$ cat src/rtl/core/smfc_pkg.sv
// Shared types, register map and helpers for the SPI master FIFO controller.
// No dependencies.
package smfc_pkg;

  typedef enum logic [1:0] {
    CMD_TICK  = 2'd0,
    CMD_READ  = 2'd1,
    CMD_WRITE = 2'd2,
    CMD_SPARE = 2'd3
  } cmd_t;

  localparam logic [11:0] ADDR_CTRL   = 12'h000;
  localparam logic [11:0] ADDR_ENABLE = 12'h008;
  localparam logic [11:0] ADDR_SSEL   = 12'h00C;
  localparam logic [11:0] ADDR_BAUD   = 12'h010;
  localparam logic [11:0] ADDR_TXTH   = 12'h014;
  localparam logic [11:0] ADDR_RXTH   = 12'h018;
  localparam logic [11:0] ADDR_TXLVL  = 12'h01C;
  localparam logic [11:0] ADDR_RXLVL  = 12'h020;
  localparam logic [11:0] ADDR_STATUS = 12'h024;
  localparam logic [11:0] ADDR_POL    = 12'h028;
  localparam logic [11:0] ADDR_MASK   = 12'h02C;
  localparam logic [11:0] ADDR_ISR    = 12'h030;
  localparam logic [11:0] ADDR_RISR   = 12'h034;
  localparam logic [11:0] ADDR_ICLR   = 12'h038;
  localparam logic [11:0] ADDR_TXDATA = 12'h400;
  localparam logic [11:0] ADDR_RXDATA = 12'h800;

  localparam int unsigned SLAVE_COUNT = 2;
  localparam logic [1:0]  SEL_MASK    = 2'(((1 << SLAVE_COUNT) - 1) & 3);

  typedef struct packed {
    logic flush;
    logic push;
    logic pop;
  } fifo_ctrl_t;

  // Frame length mask for size code (0: 4, 1: 8, else 16 bits).
  function automatic logic [15:0] frame_mask(input logic [1:0] code);
    logic [15:0] m;
    unique case (code)
      2'd0:    m = 16'h000F;
      2'd1:    m = 16'h00FF;
      default: m = 16'hFFFF;
    endcase
    return m;
  endfunction

  function automatic logic [4:0] frame_len(input logic [1:0] code);
    logic [4:0] n;
    unique case (code)
      2'd0:    n = 5'd4;
      2'd1:    n = 5'd8;
      default: n = 5'd16;
    endcase
    return n;
  endfunction

  // Mirror the low frame bits of a word.
  function automatic logic [15:0] frame_rev(input logic [15:0] d, input logic [1:0] code);
    logic [15:0] r;
    r = '0;
    unique case (code)
      2'd0: for (int i = 0; i < 4; i++) r[3-i] = d[i];
      2'd1: for (int i = 0; i < 8; i++) r[7-i] = d[i];
      default: for (int i = 0; i < 16; i++) r[15-i] = d[i];
    endcase
    return r;
  endfunction

  // Top bit of the current frame, the MOSI level.
  function automatic logic frame_msb(input logic [15:0] d, input logic [1:0] code);
    logic b;
    unique case (code)
      2'd0:    b = d[3];
      2'd1:    b = d[7];
      default: b = d[15];
    endcase
    return b;
  endfunction

endpackage

$ cat src/rtl/core/smfc_if.sv
// Valid/ready channel interfaces for the SPI master FIFO controller.
// Depends on nothing.
interface smfc_in_if;
  logic        valid;
  logic        ready;
  logic [1:0]  command;
  logic [11:0] address;
  logic [21:0] write_data;
  logic        miso;
  modport source (output valid, command, address, write_data, miso, input ready);
  modport sink   (input valid, command, address, write_data, miso, output ready);
endinterface

interface smfc_out_if;
  logic        valid;
  logic        ready;
  logic [21:0] read_data;
  logic        sclk;
  logic        mosi;
  logic [1:0]  cs_n;
  logic        irq;
  modport source (output valid, read_data, sclk, mosi, cs_n, irq, input ready);
  modport sink   (input valid, read_data, sclk, mosi, cs_n, irq, output ready);
endinterface

$ cat src/rtl/core/smfc_fifo.sv
// Circular word FIFO with a prefetched head entry.
// Depends on smfc_pkg (fifo_ctrl_t).
module smfc_fifo #(
  parameter int unsigned DEPTH = 32
) (
  input  logic                         clk,
  input  logic                         rst_n,
  input  smfc_pkg::fifo_ctrl_t         ctrl,
  input  logic [15:0]                  push_data,
  output logic [$clog2(DEPTH+1)-1:0]   count,
  output logic [15:0]                  front
);
  import smfc_pkg::*;

  localparam int unsigned HW = (DEPTH > 1) ? $clog2(DEPTH) : 1;
  localparam int unsigned CW = $clog2(DEPTH + 1);

  logic [15:0]   mem [DEPTH];
  logic [HW-1:0] head_r, head_nxt, widx;
  logic [CW-1:0] count_r, count_nxt;
  logic [15:0]   front_r;
  logic [HW:0]   wsum;

  // Write slot is head + count either side of a pop in the same tick.
  assign wsum = {1'b0, head_r} + (HW+1)'(count_r);
  assign widx = (wsum >= (HW+1)'(DEPTH)) ? HW'(wsum - (HW+1)'(DEPTH)) : HW'(wsum);

  always_comb begin
    head_nxt  = head_r;
    count_nxt = count_r;
    if (ctrl.flush) begin
      head_nxt  = '0;
      count_nxt = '0;
    end else begin
      if (ctrl.pop) begin
        head_nxt = (head_r == HW'(DEPTH - 1)) ? '0 : HW'(head_r + 1'b1);
      end
      count_nxt = CW'(count_r + CW'(ctrl.push) - CW'(ctrl.pop));
    end
  end

  always_ff @(posedge clk) begin
    if (!rst_n) begin
      head_r  <= '0;
      count_r <= '0;
    end else begin
      head_r  <= head_nxt;
      count_r <= count_nxt;
    end
  end

  always_ff @(posedge clk) begin
    if (ctrl.push) begin
      mem[widx] <= push_data;
    end
    if (ctrl.push && widx == head_nxt) begin
      front_r <= push_data;
    end else begin
      front_r <= mem[head_nxt];
    end
  end

  // An empty FIFO pushed and popped in one tick hands the new word straight on.
  assign count = count_r;
  assign front = (count_r == '0) ? push_data : front_r;

endmodule

$ cat src/rtl/core/spi_master_fifo_controller_unit.sv
// SPI master FIFO controller top level: register file, shifter, output stage.
// Depends on smfc_pkg, smfc_in_if / smfc_out_if and smfc_fifo.
//
// Usage: every transfer on in_ch is one bus tick. It carries an optional
// register read or write (command, address, write_data) and the MISO level
// sampled on that tick. For every input transfer exactly one transfer leaves
// on out_ch with the read data, SCLK, MOSI, the active-low chip selects and
// the combined interrupt line as they stand after that tick.
// Each tick is offered on out_ch from the output register in the cycle after
// it is accepted. Throughput is one tick per cycle while out_ch.ready holds;
// the register access, FIFO update and shifter step all fit in one pass
// between the input handshake and the output register.
// The output register acts as the skid stage: a new tick is taken while the
// last result is being taken. When the receiver stalls, in_ch.ready drops and
// all state holds until the result leaves.
// Reset (rst_n low, synchronous) clears all but the result data registers,
// empties both FIFOs and stops the shifter; unwritten FIFO data is undefined.
module spi_master_fifo_controller_unit #(
  parameter int unsigned FIFO_DEPTH = 32
) (
  input logic         clk,
  input logic         rst_n,
  smfc_in_if.sink     in_ch,
  smfc_out_if.source  out_ch
);
  import smfc_pkg::*;

  localparam int unsigned CW   = $clog2(FIFO_DEPTH + 1);
  localparam int unsigned CMPW = (CW > 5) ? CW : 5;

  // Programmed registers
  logic [21:0] ctrl_r,   ctrl_nxt;
  logic        en_r,     en_nxt;
  logic [1:0]  ssel_r,   ssel_nxt;
  logic [15:0] baud_r,   baud_nxt;
  logic [4:0]  txth_r,   txth_nxt;
  logic [4:0]  rxth_r,   rxth_nxt;
  logic [4:0]  imask_r,  imask_nxt;
  logic        ipol_r,   ipol_nxt;
  logic [2:0]  sticky_r, sticky_nxt;

  // Shifter state
  logic [15:0] sw_r,   sw_nxt;
  logic [4:0]  bits_r, bits_nxt;
  logic [15:0] cc_r,   cc_nxt;
  logic        sclk_r, sclk_nxt;
  logic        busy_r, busy_nxt;
  logic        held_r, held_nxt;

  // Result register
  logic        ovalid_r;
  logic [21:0] rdata_r, rdata_nxt;
  logic        osclk_r, osclk_nxt;
  logic        omosi_r, omosi_nxt;
  logic [1:0]  ocs_r,   ocs_nxt;
  logic        oirq_r,  oirq_nxt;

  logic          accept;
  fifo_ctrl_t    tx_ctl, rx_ctl;
  logic [15:0]   tx_wdata, rx_wdata, tx_front, rx_front;
  logic [CW-1:0] tx_count, rx_count;

  logic          flush, tx_push, tx_pop, rx_pop, rx_push;
  logic [CW-1:0] tx_cnt_a, rx_cnt_a, tx_cnt_f, rx_cnt_f;
  logic [14:0]   half;
  logic [15:0]   fmask, d;
  logic [4:0]    raw;

  assign in_ch.ready = !ovalid_r || out_ch.ready;
  assign accept      = in_ch.valid && in_ch.ready;

  smfc_fifo #(.DEPTH(FIFO_DEPTH)) u_tx_fifo (
    .clk(clk), .rst_n(rst_n), .ctrl(tx_ctl), .push_data(tx_wdata),
    .count(tx_count), .front(tx_front)
  );

  smfc_fifo #(.DEPTH(FIFO_DEPTH)) u_rx_fifo (
    .clk(clk), .rst_n(rst_n), .ctrl(rx_ctl), .push_data(rx_wdata),
    .count(rx_count), .front(rx_front)
  );

  assign tx_wdata = in_ch.write_data[15:0];
  assign tx_ctl   = '{flush: accept && flush, push: accept && tx_push, pop: accept && tx_pop};
  assign rx_ctl   = '{flush: accept && flush, push: accept && rx_push, pop: accept && rx_pop};

  always_comb begin
    ctrl_nxt   = ctrl_r;
    en_nxt     = en_r;
    ssel_nxt   = ssel_r;
    baud_nxt   = baud_r;
    txth_nxt   = txth_r;
    rxth_nxt   = rxth_r;
    imask_nxt  = imask_r;
    ipol_nxt   = ipol_r;
    sticky_nxt = sticky_r;
    sw_nxt     = sw_r;
    bits_nxt   = bits_r;
    cc_nxt     = cc_r;
    sclk_nxt   = sclk_r;
    busy_nxt   = busy_r;
    held_nxt   = held_r;
    rdata_nxt  = '0;
    flush      = 1'b0;
    tx_push    = 1'b0;
    tx_pop     = 1'b0;
    rx_pop     = 1'b0;
    rx_push    = 1'b0;
    tx_cnt_a   = tx_count;
    rx_cnt_a   = rx_count;
    d          = '0;
    raw        = '0;

    // Register access sees the state at the start of the tick.
    raw[4] = CMPW'(rx_count) > CMPW'(rxth_r);
    raw[3] = sticky_r[2];
    raw[2] = sticky_r[1];
    raw[1] = sticky_r[0];
    raw[0] = CMPW'(tx_count) <= CMPW'(txth_r);

    if (in_ch.command == CMD_READ) begin
      unique case (in_ch.address)
        ADDR_CTRL:   rdata_nxt = ctrl_r;
        ADDR_ENABLE: rdata_nxt = 22'(en_r);
        ADDR_SSEL:   rdata_nxt = 22'(ssel_r);
        ADDR_BAUD:   rdata_nxt = 22'(baud_r);
        ADDR_TXTH:   rdata_nxt = 22'(txth_r);
        ADDR_RXTH:   rdata_nxt = 22'(rxth_r);
        ADDR_TXLVL:  rdata_nxt = 22'(tx_count);
        ADDR_RXLVL:  rdata_nxt = 22'(rx_count);
        ADDR_STATUS: rdata_nxt = 22'({rx_count >= CW'(FIFO_DEPTH), rx_count == '0,
                                      tx_count == '0, tx_count >= CW'(FIFO_DEPTH),
                                      busy_r || tx_count != '0});
        ADDR_POL:    rdata_nxt = 22'(ipol_r);
        ADDR_MASK:   rdata_nxt = 22'(imask_r);
        ADDR_ISR:    rdata_nxt = 22'(raw & imask_r);
        ADDR_RISR:   rdata_nxt = 22'(raw);
        ADDR_RXDATA: begin
          // Pop; an empty FIFO reads zero and flags underflow.
          if (rx_count == '0) begin
            sticky_nxt[1] = 1'b1;
          end else begin
            rdata_nxt = 22'(rx_front);
            rx_pop    = 1'b1;
            rx_cnt_a  = CW'(rx_count - 1'b1);
          end
        end
        default: rdata_nxt = '0;
      endcase
    end else if (in_ch.command == CMD_WRITE) begin
      unique case (in_ch.address)
        ADDR_CTRL:   ctrl_nxt  = in_ch.write_data;
        ADDR_ENABLE: begin
          en_nxt = in_ch.write_data[0];
          if (!in_ch.write_data[0]) begin
            // Drop both FIFOs and abort the shifter.
            flush    = 1'b1;
            tx_cnt_a = '0;
            rx_cnt_a = '0;
            sw_nxt   = '0;
            bits_nxt = '0;
            cc_nxt   = '0;
            sclk_nxt = 1'b0;
            busy_nxt = 1'b0;
            held_nxt = 1'b0;
          end
        end
        ADDR_SSEL:   ssel_nxt  = in_ch.write_data[1:0] & SEL_MASK;
        ADDR_BAUD:   baud_nxt  = in_ch.write_data[15:0];
        ADDR_TXTH:   txth_nxt  = in_ch.write_data[4:0];
        ADDR_RXTH:   rxth_nxt  = in_ch.write_data[4:0];
        ADDR_POL:    ipol_nxt  = in_ch.write_data[0];
        ADDR_MASK:   imask_nxt = in_ch.write_data[4:0];
        ADDR_ICLR: begin
          if (in_ch.write_data[0]) sticky_nxt = '0;
          if (in_ch.write_data[1]) sticky_nxt[1] = 1'b0;
          if (in_ch.write_data[2]) sticky_nxt[2] = 1'b0;
          if (in_ch.write_data[3]) sticky_nxt[0] = 1'b0;
        end
        ADDR_TXDATA: begin
          if (en_r) begin
            if (tx_count >= CW'(FIFO_DEPTH)) begin
              sticky_nxt[0] = 1'b1;
            end else begin
              tx_push  = 1'b1;
              tx_cnt_a = CW'(tx_count + 1'b1);
            end
          end
        end
        default: ;
      endcase
    end

    // Shifter step on the updated registers.
    half  = baud_nxt[15:1];
    fmask = frame_mask(ctrl_nxt[1:0]);
    if (busy_nxt && half != '0) begin
      cc_nxt = 16'(cc_nxt + 1'b1);
      if (cc_nxt >= {1'b0, half}) begin
        cc_nxt = '0;
        if (!sclk_nxt) begin
          // Leading edge
          sclk_nxt = 1'b1;
          if (!ctrl_nxt[6]) begin
            held_nxt = in_ch.miso;
          end else if (bits_nxt < frame_len(ctrl_nxt[1:0])) begin
            sw_nxt = {sw_nxt[14:0], held_nxt} & fmask;
          end
        end else begin
          // Trailing edge
          sclk_nxt = 1'b0;
          if (!ctrl_nxt[6]) begin
            sw_nxt = {sw_nxt[14:0], held_nxt} & fmask;
          end else begin
            held_nxt = in_ch.miso;
            if (bits_nxt <= 5'd1) sw_nxt = {sw_nxt[14:0], held_nxt} & fmask;
          end
          bits_nxt = 5'(bits_nxt - 1'b1);
          if (bits_nxt == '0) begin
            d = sw_nxt & fmask;
            if (ctrl_nxt[12]) d = frame_rev(d, ctrl_nxt[1:0]);
            if (rx_cnt_a >= CW'(FIFO_DEPTH)) begin
              sticky_nxt[2] = 1'b1;
            end else begin
              rx_push = 1'b1;
            end
            busy_nxt = 1'b0;
          end
        end
      end
    end
    if (!busy_nxt && en_nxt && half != '0 && tx_cnt_a != '0) begin
      tx_pop   = 1'b1;
      sw_nxt   = ctrl_nxt[12] ? frame_rev(tx_front & fmask, ctrl_nxt[1:0]) : (tx_front & fmask);
      bits_nxt = frame_len(ctrl_nxt[1:0]);
      cc_nxt   = '0;
      sclk_nxt = 1'b0;
      busy_nxt = 1'b1;
    end
  end

  assign rx_wdata = d;
  assign tx_cnt_f = CW'(tx_cnt_a - CW'(tx_pop));
  assign rx_cnt_f = CW'(rx_cnt_a + CW'(rx_push));

  // Result fields from the state after the tick.
  always_comb begin
    logic [4:0] raw_f;
    raw_f[4]  = CMPW'(rx_cnt_f) > CMPW'(rxth_nxt);
    raw_f[3]  = sticky_nxt[2];
    raw_f[2]  = sticky_nxt[1];
    raw_f[1]  = sticky_nxt[0];
    raw_f[0]  = CMPW'(tx_cnt_f) <= CMPW'(txth_nxt);
    osclk_nxt = sclk_nxt ^ ctrl_nxt[7];
    omosi_nxt = busy_nxt && frame_msb(sw_nxt, ctrl_nxt[1:0]);
    ocs_nxt   = en_nxt ? ~ssel_nxt : 2'b11;
    oirq_nxt  = ((raw_f & imask_nxt) != '0) ^ ipol_nxt;
  end

  always_ff @(posedge clk) begin
    if (!rst_n) begin
      ctrl_r   <= '0;
      en_r     <= 1'b0;
      ssel_r   <= '0;
      baud_r   <= '0;
      txth_r   <= '0;
      rxth_r   <= '0;
      imask_r  <= '0;
      ipol_r   <= 1'b0;
      sticky_r <= '0;
      sw_r     <= '0;
      bits_r   <= '0;
      cc_r     <= '0;
      sclk_r   <= 1'b0;
      busy_r   <= 1'b0;
      held_r   <= 1'b0;
      ovalid_r <= 1'b0;
    end else begin
      if (accept) begin
        // Advance state and load the result.
        ctrl_r   <= ctrl_nxt;
        en_r     <= en_nxt;
        ssel_r   <= ssel_nxt;
        baud_r   <= baud_nxt;
        txth_r   <= txth_nxt;
        rxth_r   <= rxth_nxt;
        imask_r  <= imask_nxt;
        ipol_r   <= ipol_nxt;
        sticky_r <= sticky_nxt;
        sw_r     <= sw_nxt;
        bits_r   <= bits_nxt;
        cc_r     <= cc_nxt;
        sclk_r   <= sclk_nxt;
        busy_r   <= busy_nxt;
        held_r   <= held_nxt;
        ovalid_r <= 1'b1;
      end else if (out_ch.ready) begin
        ovalid_r <= 1'b0;
      end
    end
  end

  always_ff @(posedge clk) begin
    if (accept) begin
      rdata_r <= rdata_nxt;
      osclk_r <= osclk_nxt;
      omosi_r <= omosi_nxt;
      ocs_r   <= ocs_nxt;
      oirq_r  <= oirq_nxt;
    end
  end

  assign out_ch.valid     = ovalid_r;
  assign out_ch.read_data = rdata_r;
  assign out_ch.sclk      = osclk_r;
  assign out_ch.mosi      = omosi_r;
  assign out_ch.cs_n      = ocs_r;
  assign out_ch.irq       = oirq_r;

endmodule
$ cat src/flat_wrapper.sv
// flat-port wrapper written by rule: the top's interface ports become plain ports
module spi_master_fifo_controller_unit_flat import smfc_pkg::*;
#(
  parameter int unsigned FIFO_DEPTH = 32
)
  (clk, rst_n, in_ch_valid, in_ch_command, in_ch_address, in_ch_write_data, in_ch_miso, in_ch_ready, out_ch_valid, out_ch_read_data, out_ch_sclk, out_ch_mosi, out_ch_cs_n, out_ch_irq, out_ch_ready);
  smfc_in_if in_ch_i ();
  smfc_out_if out_ch_i ();
  input logic clk;
  input logic rst_n;
  input wire logic [$bits(in_ch_i.valid)-1:0] in_ch_valid;
  input wire logic [$bits(in_ch_i.command)-1:0] in_ch_command;
  input wire logic [$bits(in_ch_i.address)-1:0] in_ch_address;
  input wire logic [$bits(in_ch_i.write_data)-1:0] in_ch_write_data;
  input wire logic [$bits(in_ch_i.miso)-1:0] in_ch_miso;
  output wire logic [$bits(in_ch_i.ready)-1:0] in_ch_ready;
  output wire logic [$bits(out_ch_i.valid)-1:0] out_ch_valid;
  output wire logic [$bits(out_ch_i.read_data)-1:0] out_ch_read_data;
  output wire logic [$bits(out_ch_i.sclk)-1:0] out_ch_sclk;
  output wire logic [$bits(out_ch_i.mosi)-1:0] out_ch_mosi;
  output wire logic [$bits(out_ch_i.cs_n)-1:0] out_ch_cs_n;
  output wire logic [$bits(out_ch_i.irq)-1:0] out_ch_irq;
  input wire logic [$bits(out_ch_i.ready)-1:0] out_ch_ready;
  assign in_ch_i.valid = in_ch_valid;
  assign in_ch_i.command = in_ch_command;
  assign in_ch_i.address = in_ch_address;
  assign in_ch_i.write_data = in_ch_write_data;
  assign in_ch_i.miso = in_ch_miso;
  assign in_ch_ready = in_ch_i.ready;
  assign out_ch_valid = out_ch_i.valid;
  assign out_ch_read_data = out_ch_i.read_data;
  assign out_ch_sclk = out_ch_i.sclk;
  assign out_ch_mosi = out_ch_i.mosi;
  assign out_ch_cs_n = out_ch_i.cs_n;
  assign out_ch_irq = out_ch_i.irq;
  assign out_ch_i.ready = out_ch_ready;
  spi_master_fifo_controller_unit #(.FIFO_DEPTH(FIFO_DEPTH)) u_core (.clk(clk), .rst_n(rst_n), .in_ch(in_ch_i), .out_ch(out_ch_i));
endmodule
$ cat config.mk
export PLATFORM = sky130hd
export DESIGN_NAME = spi_master_fifo_controller_unit_flat
export DESIGN_NICKNAME = d
export VERILOG_FILES = /design/src/rtl/core/smfc_pkg.sv /design/src/rtl/core/smfc_if.sv /design/src/rtl/core/smfc_fifo.sv /design/src/rtl/core/spi_master_fifo_controller_unit.sv /design/src/flat_wrapper.sv
export SDC_FILE = /design/constraint.sdc
export NUM_CORES = 2
export LEC_CHECK = 0
export BUFFER_PORTS_ARGS = -buffer_cell sky130_fd_sc_hd__clkbuf_2
export CELL_PAD_IN_SITES_DETAIL_PLACEMENT = 0
export CELL_PAD_IN_SITES_GLOBAL_PLACEMENT = 1
export CORE_AREA = 2 2 322 324
export CTS_BUF_LIST = sky130_fd_sc_hd__clkbuf_2 sky130_fd_sc_hd__clkbuf_4 sky130_fd_sc_hd__clkbuf_8
export CTS_CLUSTER_DIAMETER = 150
export DETAILED_ROUTE_END_ITERATION = 7
export DIE_AREA = 0 0 324 326
export PLACE_DENSITY = 0.75
export SLEW_MARGIN = 25
export SYNTH_ARGS = -nofsm -noshare
export SYNTH_HDL_FRONTEND = slang
export SYNTH_SLANG_ARGS = --single-unit
$ cat constraint.sdc
create_clock -name clk -period 8 [get_ports clk]
set_input_delay 1.6 -clock clk [delete_from_list [all_inputs] [get_ports clk]]
set_output_delay 1.6 -clock clk [all_outputs]
set_load 0.005 [all_outputs]
# Yosys cells after proc, flatten, opt, wreduce, memory -nomap -nowiden

Memory sizes are Yosys's and may differ from the RTL's. A register that Yosys moved wholly into a read port is not among the register bits.
Index checks and enable logic that the tools add are counted.

Register bits after elaboration: 150
Bits in writable memories: 1024
Input port bits: 41
Output and inout port bits: 29
Logic and storage cells: 282
Memories: 2

Memory list:

| memory               | words | width | rd ports | clocked after Yosys merged registers in | write ports | RTL line        | RTL |
|---|---|---|---|---|---|---|---|
| u_core.u_rx_fifo.mem | 32    | 16    | 1        | 1                                       | 1           | smfc_fifo.sv:18 | `logic [15:0] mem [DEPTH];` |
| u_core.u_tx_fifo.mem | 32    | 16    | 1        | 1                                       | 1           | smfc_fifo.sv:18 |  |

Add/subtract/negate cells: 16
$lt $le $gt $ge: 12
Equal/unequal tests: 20
Multiplexer cells: 165
Bitwise logic cells: 11
Reduce and logical (&&, ||, !) cells: 29

Operators with widths:

| kind                    | count |
|---|---|
| $mux W16                | 33 |
| $pmux W22 S14           | 1 |
| $mux W5                 | 29 |
| $eq A12 B6 Y1 const B   | 7 |
| $mux W1                 | 71 |
| $mux W6                 | 11 |
| $and A16 B16 Y16        | 4 |
| $eq A12 B5 Y1 const B   | 4 |
| $mux W13                | 3 |
| $pmux W16 S2            | 1 |
| $pmux W4 S2             | 4 |
| $ge A6 B6 Y1 const B    | 5 |
| $eq A12 B4 Y1 const B   | 2 |
| $add A6 B1 Y6           | 3 |
| $sub A6 B1 Y6           | 3 |
| $add A16 B1 Y16 const B | 1 |
| $ge A16 B15 Y1          | 1 |
| $mux W8                 | 2 |
| $reduce_bool A15 Y1     | 1 |
| $sub A5 B1 Y5 const B   | 3 |
| $add A5 B6 Y6           | 2 |
| $eq A12 B11 Y1 const B  | 1 |
| $eq A12 B12 Y1 const B  | 1 |
| $gt A6 B5 Y1            | 2 |
| other kinds (30)        | 58 |

# Depth between registers and ports, before layout

Word-level depth: 20
Gate-level depth with buffers: 36
Gate-level depth less buffers: 33

# Modules after synthesis

Synthesis repeated with hierarchy kept, for this count alone.

Cell total of the unflattened synthesis: 3648
Area total of the unflattened synthesis: 52663.0 um^2

Modules (own cells, without submodules):

| module                          | instances | cells an instance | area an instance (um^2) | sequential area each (um^2) |
|---|---|---|---|---|
| smfc_fifo at u_core.u_tx_fifo   | 1         | 1183              | 21262.9                 | 15695.1 |
| smfc_fifo at u_core.u_rx_fifo   | 1         | 1183              | 21256.6                 | 15695.1 |
| spi_master_fifo_controller_unit | 1         | 1282              | 10143.5                 | 2832.7 |

# Worst setup path before layout

Ideal clock, no wire load.

Path type: input port to flip-flop
From: input port in_ch_address[4]
To: register u_core.oirq_r (netlist: u_core.out_ch.irq) (data pin)
Setup time: 269 ps
Arrival time: 7940 ps
Data required time: 7731 ps
Path slack: -208 ps
Stages on the path: 36
Path buffers: 3
Cells stage by stage: clkbuf_1 > nor4_4 > nand4_1 > clkbuf_1 > and2_1 > ha_1 > and3_1 > and3_1 > nand3_1 > nor2_1 > and3_1 > and3_1 > xnor2_1 > nor2_1 > ha_1 > inv_1 > o221ai_1 > a221oi_1 > o21ai_0 > a31oi_1 > or2_4 > inv_2 > buf_4 > ha_1 > ha_1 > inv_1 > ha_1 > nor2b_1 > o21a_1 > o21ai_0 > nand2b_1 > a21oi_1 > a31oi_1 > or3_1 > nor4b_1 > xor2_1

Cells in the longest elaborated chain, start to end: 20
Elaborated cells between the ends (all ways): 87
Those cells by class: 4 x add/sub; 4 x order compare; 9 x eq/ne; 59 x mux; 2 x bitwise; 9 x reduce/logical

RTL lines:

| element                                                  | RTL line                               | RTL |
|---|---|---|
| from (decl)                                              | flat_wrapper.sv:13                     | `input wire logic [$bits(in_ch_i.address)-1:0] in_ch_address;` |
| branches (longest 19 deep; another with $add A16 B1 Y16) | --                                     |  |
| $xor A1 B1 Y1 *                                          | spi_master_fifo_controller_unit.sv:256 | `oirq_nxt = ((raw_f & imask_nxt) != '0) ^ ipol_nxt;` |
| named net u_core.oirq_nxt                                | spi_master_fifo_controller_unit.sv:56  | `logic oirq_r, oirq_nxt;` |
| to (signal assigned)                                     | spi_master_fifo_controller_unit.sv:308 | `oirq_r <= oirq_nxt;` |
| to (decl)                                                | spi_master_fifo_controller_unit.sv:56  |  |

Mark *: on every way through the listed nets, which the timed path passes.
A chain may end at the register's enable or synchronous reset.

# Worst setup path after layout

From: input port in_ch_write_data[0]
To: register u_core.oirq_r (netlist: u_core.out_ch.irq) (data pin)

Cells in the longest elaborated chain, start to end: 20
Elaborated cells between the ends (all ways): 82
Those cells by class: 4 x add/sub; 4 x order compare; 64 x mux; 2 x bitwise; 8 x reduce/logical

RTL lines:

| element                                                  | RTL line                               | RTL |
|---|---|---|
| from (decl)                                              | flat_wrapper.sv:14                     | `input wire logic [$bits(in_ch_i.write_data)-1:0] in_ch_write_data;` |
| branches (longest 19 deep; another with $add A16 B1 Y16) | --                                     |  |
| $xor A1 B1 Y1 *                                          | spi_master_fifo_controller_unit.sv:256 |  |
| named net u_core.oirq_nxt                                | spi_master_fifo_controller_unit.sv:56  |  |

Marks and branches as above.

==> insert_results.sql <==
INSERT INTO impl_metrics (metric_group, metric, value, unit) VALUES
('pwr', 'pwr-share-clk', '43.0', '%'),
('synthesis', 'postSynthRegisterBits', '1184', ''),
('cells_and_area', 'layout_nets', '3440', ''),
('cts', 'clk_path_buf_depth', '3', ''),
('timing', 'clock-skew-final', '0.0588', 'ns'),
('die', 'die-area', '0.106', 'mm²'),
('cts', 'cts.clk_slew.worst_paths', '0.06', 'ns'),
('grt', 'grt_usage', '25.6', '%'),
('cts', 'cts-resized-gates', '0', ''),
('die', 'core.rowCount', '118', ''),
('setup_path', 'arrival_time_at_the_worst_endpoint', '7.77', 'ns'),
('synthesis', 'synth_cell_types', '88', ''),
('setup_path', 'worst_ep_required_time', '8.61', 'ns'),
('timing', 'grt_setup_unrepaired', 'false', ''),
('synthesis', 'yosysWarningCount', '0', ''),
('die', 'design.core.area', '0.103', 'mm²'),
('place', 'dp.final_hpwl', '84300', 'µm'),
('cells_and_area', 'finish.instance_area', '0.0576', 'mm²'),
('synthesis', 'synth_edf_count', '1051', ''),
('drt', 'via_per_inst', '6.10', ''),
('cts', 'clock_tree.root_cell', 'sky130_fd_sc_hd__clkbuf_8', ''),
('timing', 'post-route-period-util', '89.5', '%'),
('drt', 'post_drt_wl_per_cell', '27.6', 'µm'),
('setup_path', 'cpMostUsedCell', 'sky130_fd_sc_hd__ha_1', ''),
('place', 'finalWeightedCongestion', '0.881', ''),
('drt', 'drtIter0Drc', '3358', ''),
('cells_and_area', 'area.growth.synth_to_final', '13.5', '%'),
('setup_path', 'worst-setup-path-type', 'in2reg', ''),
('setup_path', 'endpoint_kind', 'flip-flop', ''),
('synthesis', 'synth_area_per_cell', '16.6', 'µm²'),
('timing', 'finalCriticalPeriod', '7.16', 'ns'),
('timing', 'max-slew-margin-rel', '25.7', '%'),
('grt', 'first_global_vias', '29800', ''),
('place', 'placement.setup.worst_slack', '-0.0673', 'ns'),
('cts', 'clkLatencyLatePin', '0.90', 'ns'),
('drt', 'detail-route-antenna-nets', '0', ''),
('die', 'dieHeight', '326', 'µm'),
('drt', 'drt_pre_antenna_iters', '6', ''),
('die', 'floorplan.die.width', '324', 'µm'),
('pwr', 'leakage', '0.0172', 'µW'),
('synthesis', 'syn_nets', '3186', ''),
('cts', 'cts_tree', 'done', ''),
('pwr', 'power.density', '210', 'mW/mm²'),
('drt', 'routed_wirelength', '134000', 'µm'),
('die', 'initial_core_util', '49.4', '%'),
('cts', 'h_tree_levels', '4', ''),
('timing', 'tns', '0', 'ns'),
('flow_run', 'maxCapViolations', '0', ''),
('cts', 'numCtsBuffers', '186', ''),
('min_path', 'min-delay-path-class', 'reg2reg', ''),
('die', 'io-pin-count', '70', ''),
('place', 'io_buffer_count', '69', ''),
('setup_path', 'critical_path.slowest_cell', 'sky130_fd_sc_hd__nor3b_1', ''),
('synthesis', 'yosys_most_used_dff', 'sky130_fd_sc_hd__edfxtp_1', ''),
('cts', 'clock_sinks', '1184', ''),
('pwr', 'power.switching_fraction', '21.7', '%'),
('timing', 'total_count_of_max_transition_violations_in_the_final_report', '0', ''),
('synthesis', 'post_synth_inst_count', '3055', ''),
('cts', 'postCtsSetupBuffers', '0', ''),
('setup_path', 'worst_path_largest_cell_delay', '0.38', 'ns'),
('grt', 'grt_max_degree', '112', ''),
('cts', 'hold_buffers', '0', ''),
('timing', 'worst-slew-pin-transition', '1.11', 'ns'),
('timing', 'post-route-worst-setup-slack', '0.839', 'ns'),
('pwr', 'pwr-share-seq', '55.3', '%'),
('pwr', 'peakVddDrop', '181', 'µV'),
('timing', 'finalSetupViolations', '0', ''),
('timing', 'holdWs', '0.472', 'ns'),
('drt', 'drc', '0', ''),
('pwr', 'cell_internal_pwr', '9480', 'µW'),
('outcome', 'status', 'complete, no violations', '');
==> per-stage QoR <==
stage / util (%) / power [µW] / instances
CTS: 56.0 / 12200 / 4848
global route: 56.1 / 12500 / 4851
detailed placement: 52.3 / 7030 / 4500
global placement: 52.3 / 7020 / 4499
floorplan: - / 6910 / 3055
finish: 56.1 / 12100 / 4851
==> metal layers <==
metal	vias to the layer above	part of all wire [%]	track usage (%)
met2	1324	48	40.5
met1	15300	42	36.8
met5	-	0.0097	0
li1	12800	-	-
met3	219	7.5	4.05
met4	2	2.7	8.01
==> final timing paths <==
kind / startpoint / slack (ns) / depth (start not counted) / to
min reg2reg: u_core.ctrl_r[5] / 0.47 / 2 / u_core.ctrl_r[5]
max reg2reg: u_core.cc_r[0] / 2.12 / 32 / u_core.out_ch.irq
max: in_ch_write_data[0] / 0.84 / 35 / u_core.out_ch.irq
min: u_core.ctrl_r[5] / 0.47 / 2 / u_core.ctrl_r[5]
==> synth_stat cells, drive strengths merged (23+ instances only) <==
cell	instances	area, µm²
nand2	232	873
dfxtp	133	2660
mux2i	71	711
clkbuf	107	402
a21oi	100	504
and3	26	163
nand3	48	245
nor2	221	832
mux4	308	6940
mux2	33	372
nor2b	23	144
xnor2	31	272
edfxtp	1051	31600
o21ai	78	394
inv	52	195
a21boi	48	360
buf	52	228
ha	86	1080
nor3	34	186
==> final cells by class <==
| type | count | area [µm²] | share of cell area (%) |
|---|---|---|---|
| timing repair buffer | 225 | 1640 | 2.85 |
| clock inverter | 104 | 832 | 1.45 |
| antenna | 2 | 5.00 | 0.00870 |
| tap | 1380 | 1730 | 3.00 |
| sequential | 1184 | 34200 | 59.5 |
| clock buffer | 244 | 3010 | 5.23 |
| inverter | 52 | 195 | 0.339 |
| multi-input combinational | 1660 | 15900 | 27.6 |
==> cell usage in the layout (no fill, tap or decap), drive strengths merged, types with 19 or more instances in the layout <==
master and count:
and3 26, and2 19, nor3 34, a21oi 100, dfxtp 133, mux2i 71, clkinv 84, buf 157
clkbuf 312, edfxtp 1051, mux4 308, nand3 48, mux2 33, nor2b 23, inv 62, ha 86
a21boi 48, o21ai 78, nand2 232, xnor2 31, nor2 221, a222oi 19
==> state kept, by name, indices dropped and copies added, names as in the netlist, 2 cells and up, named ones only <==
signal and count:
u_core.cc_r 16, u_core.u_tx_fifo.count 6, u_core.u_rx_fifo.head_r 5, u_core.u_tx_fifo.mem 512
u_core.ssel_r 2, u_core.u_rx_fifo.mem 512, u_core.sw_r 16, u_core.bits_r 5
u_core.u_tx_fifo.head_r 5, u_core.txth_r 5, u_core.ctrl_r 22, u_core.out_ch.cs_n 2
u_core.baud_r 16, u_core.rxth_r 5, u_core.out_ch.read_data 22, u_core.imask_r 5
u_core.u_rx_fifo.count 6, u_core.sticky_r 3
==> power groups by stage <==
stage	clock (µW)	sequential (µW)	combinational (µW)
finish	5210	6700	206
global route	5570	6690	221
CTS	5310	6700	204
detailed placement	0	6830	204
global placement	0	6830	197
floorplan	0	6830	80.7
==> critical path, delay by kind of cell <==
kind            cells  cell delay [ns]
simple gates       15             2.80
fa+ha+maj           5             1.31
compound gates      8             1.19
buf+inv             5             0.51
xor+xnor            2             0.33
==> cell families (layout without fill, tap and decap cells) <==
kind of cell | count (synthesis) | count (layout) | share of synthesized area, %
DFF | 1184 | 1184 | 67.5
and+or+nand+nor | 695 | 695 | 6.43
AOI/OAI and AO/OA | 414 | 414 | 5.54
muxes | 412 | 412 | 15.8
buffers and inverters | 211 | 625 | 1.63
adders and majority gates | 90 | 90 | 2.28
xor gates and xnor gates | 49 | 49 | 0.846
other | 0 | 2 | 0
(Power assumes the default switching activity.)
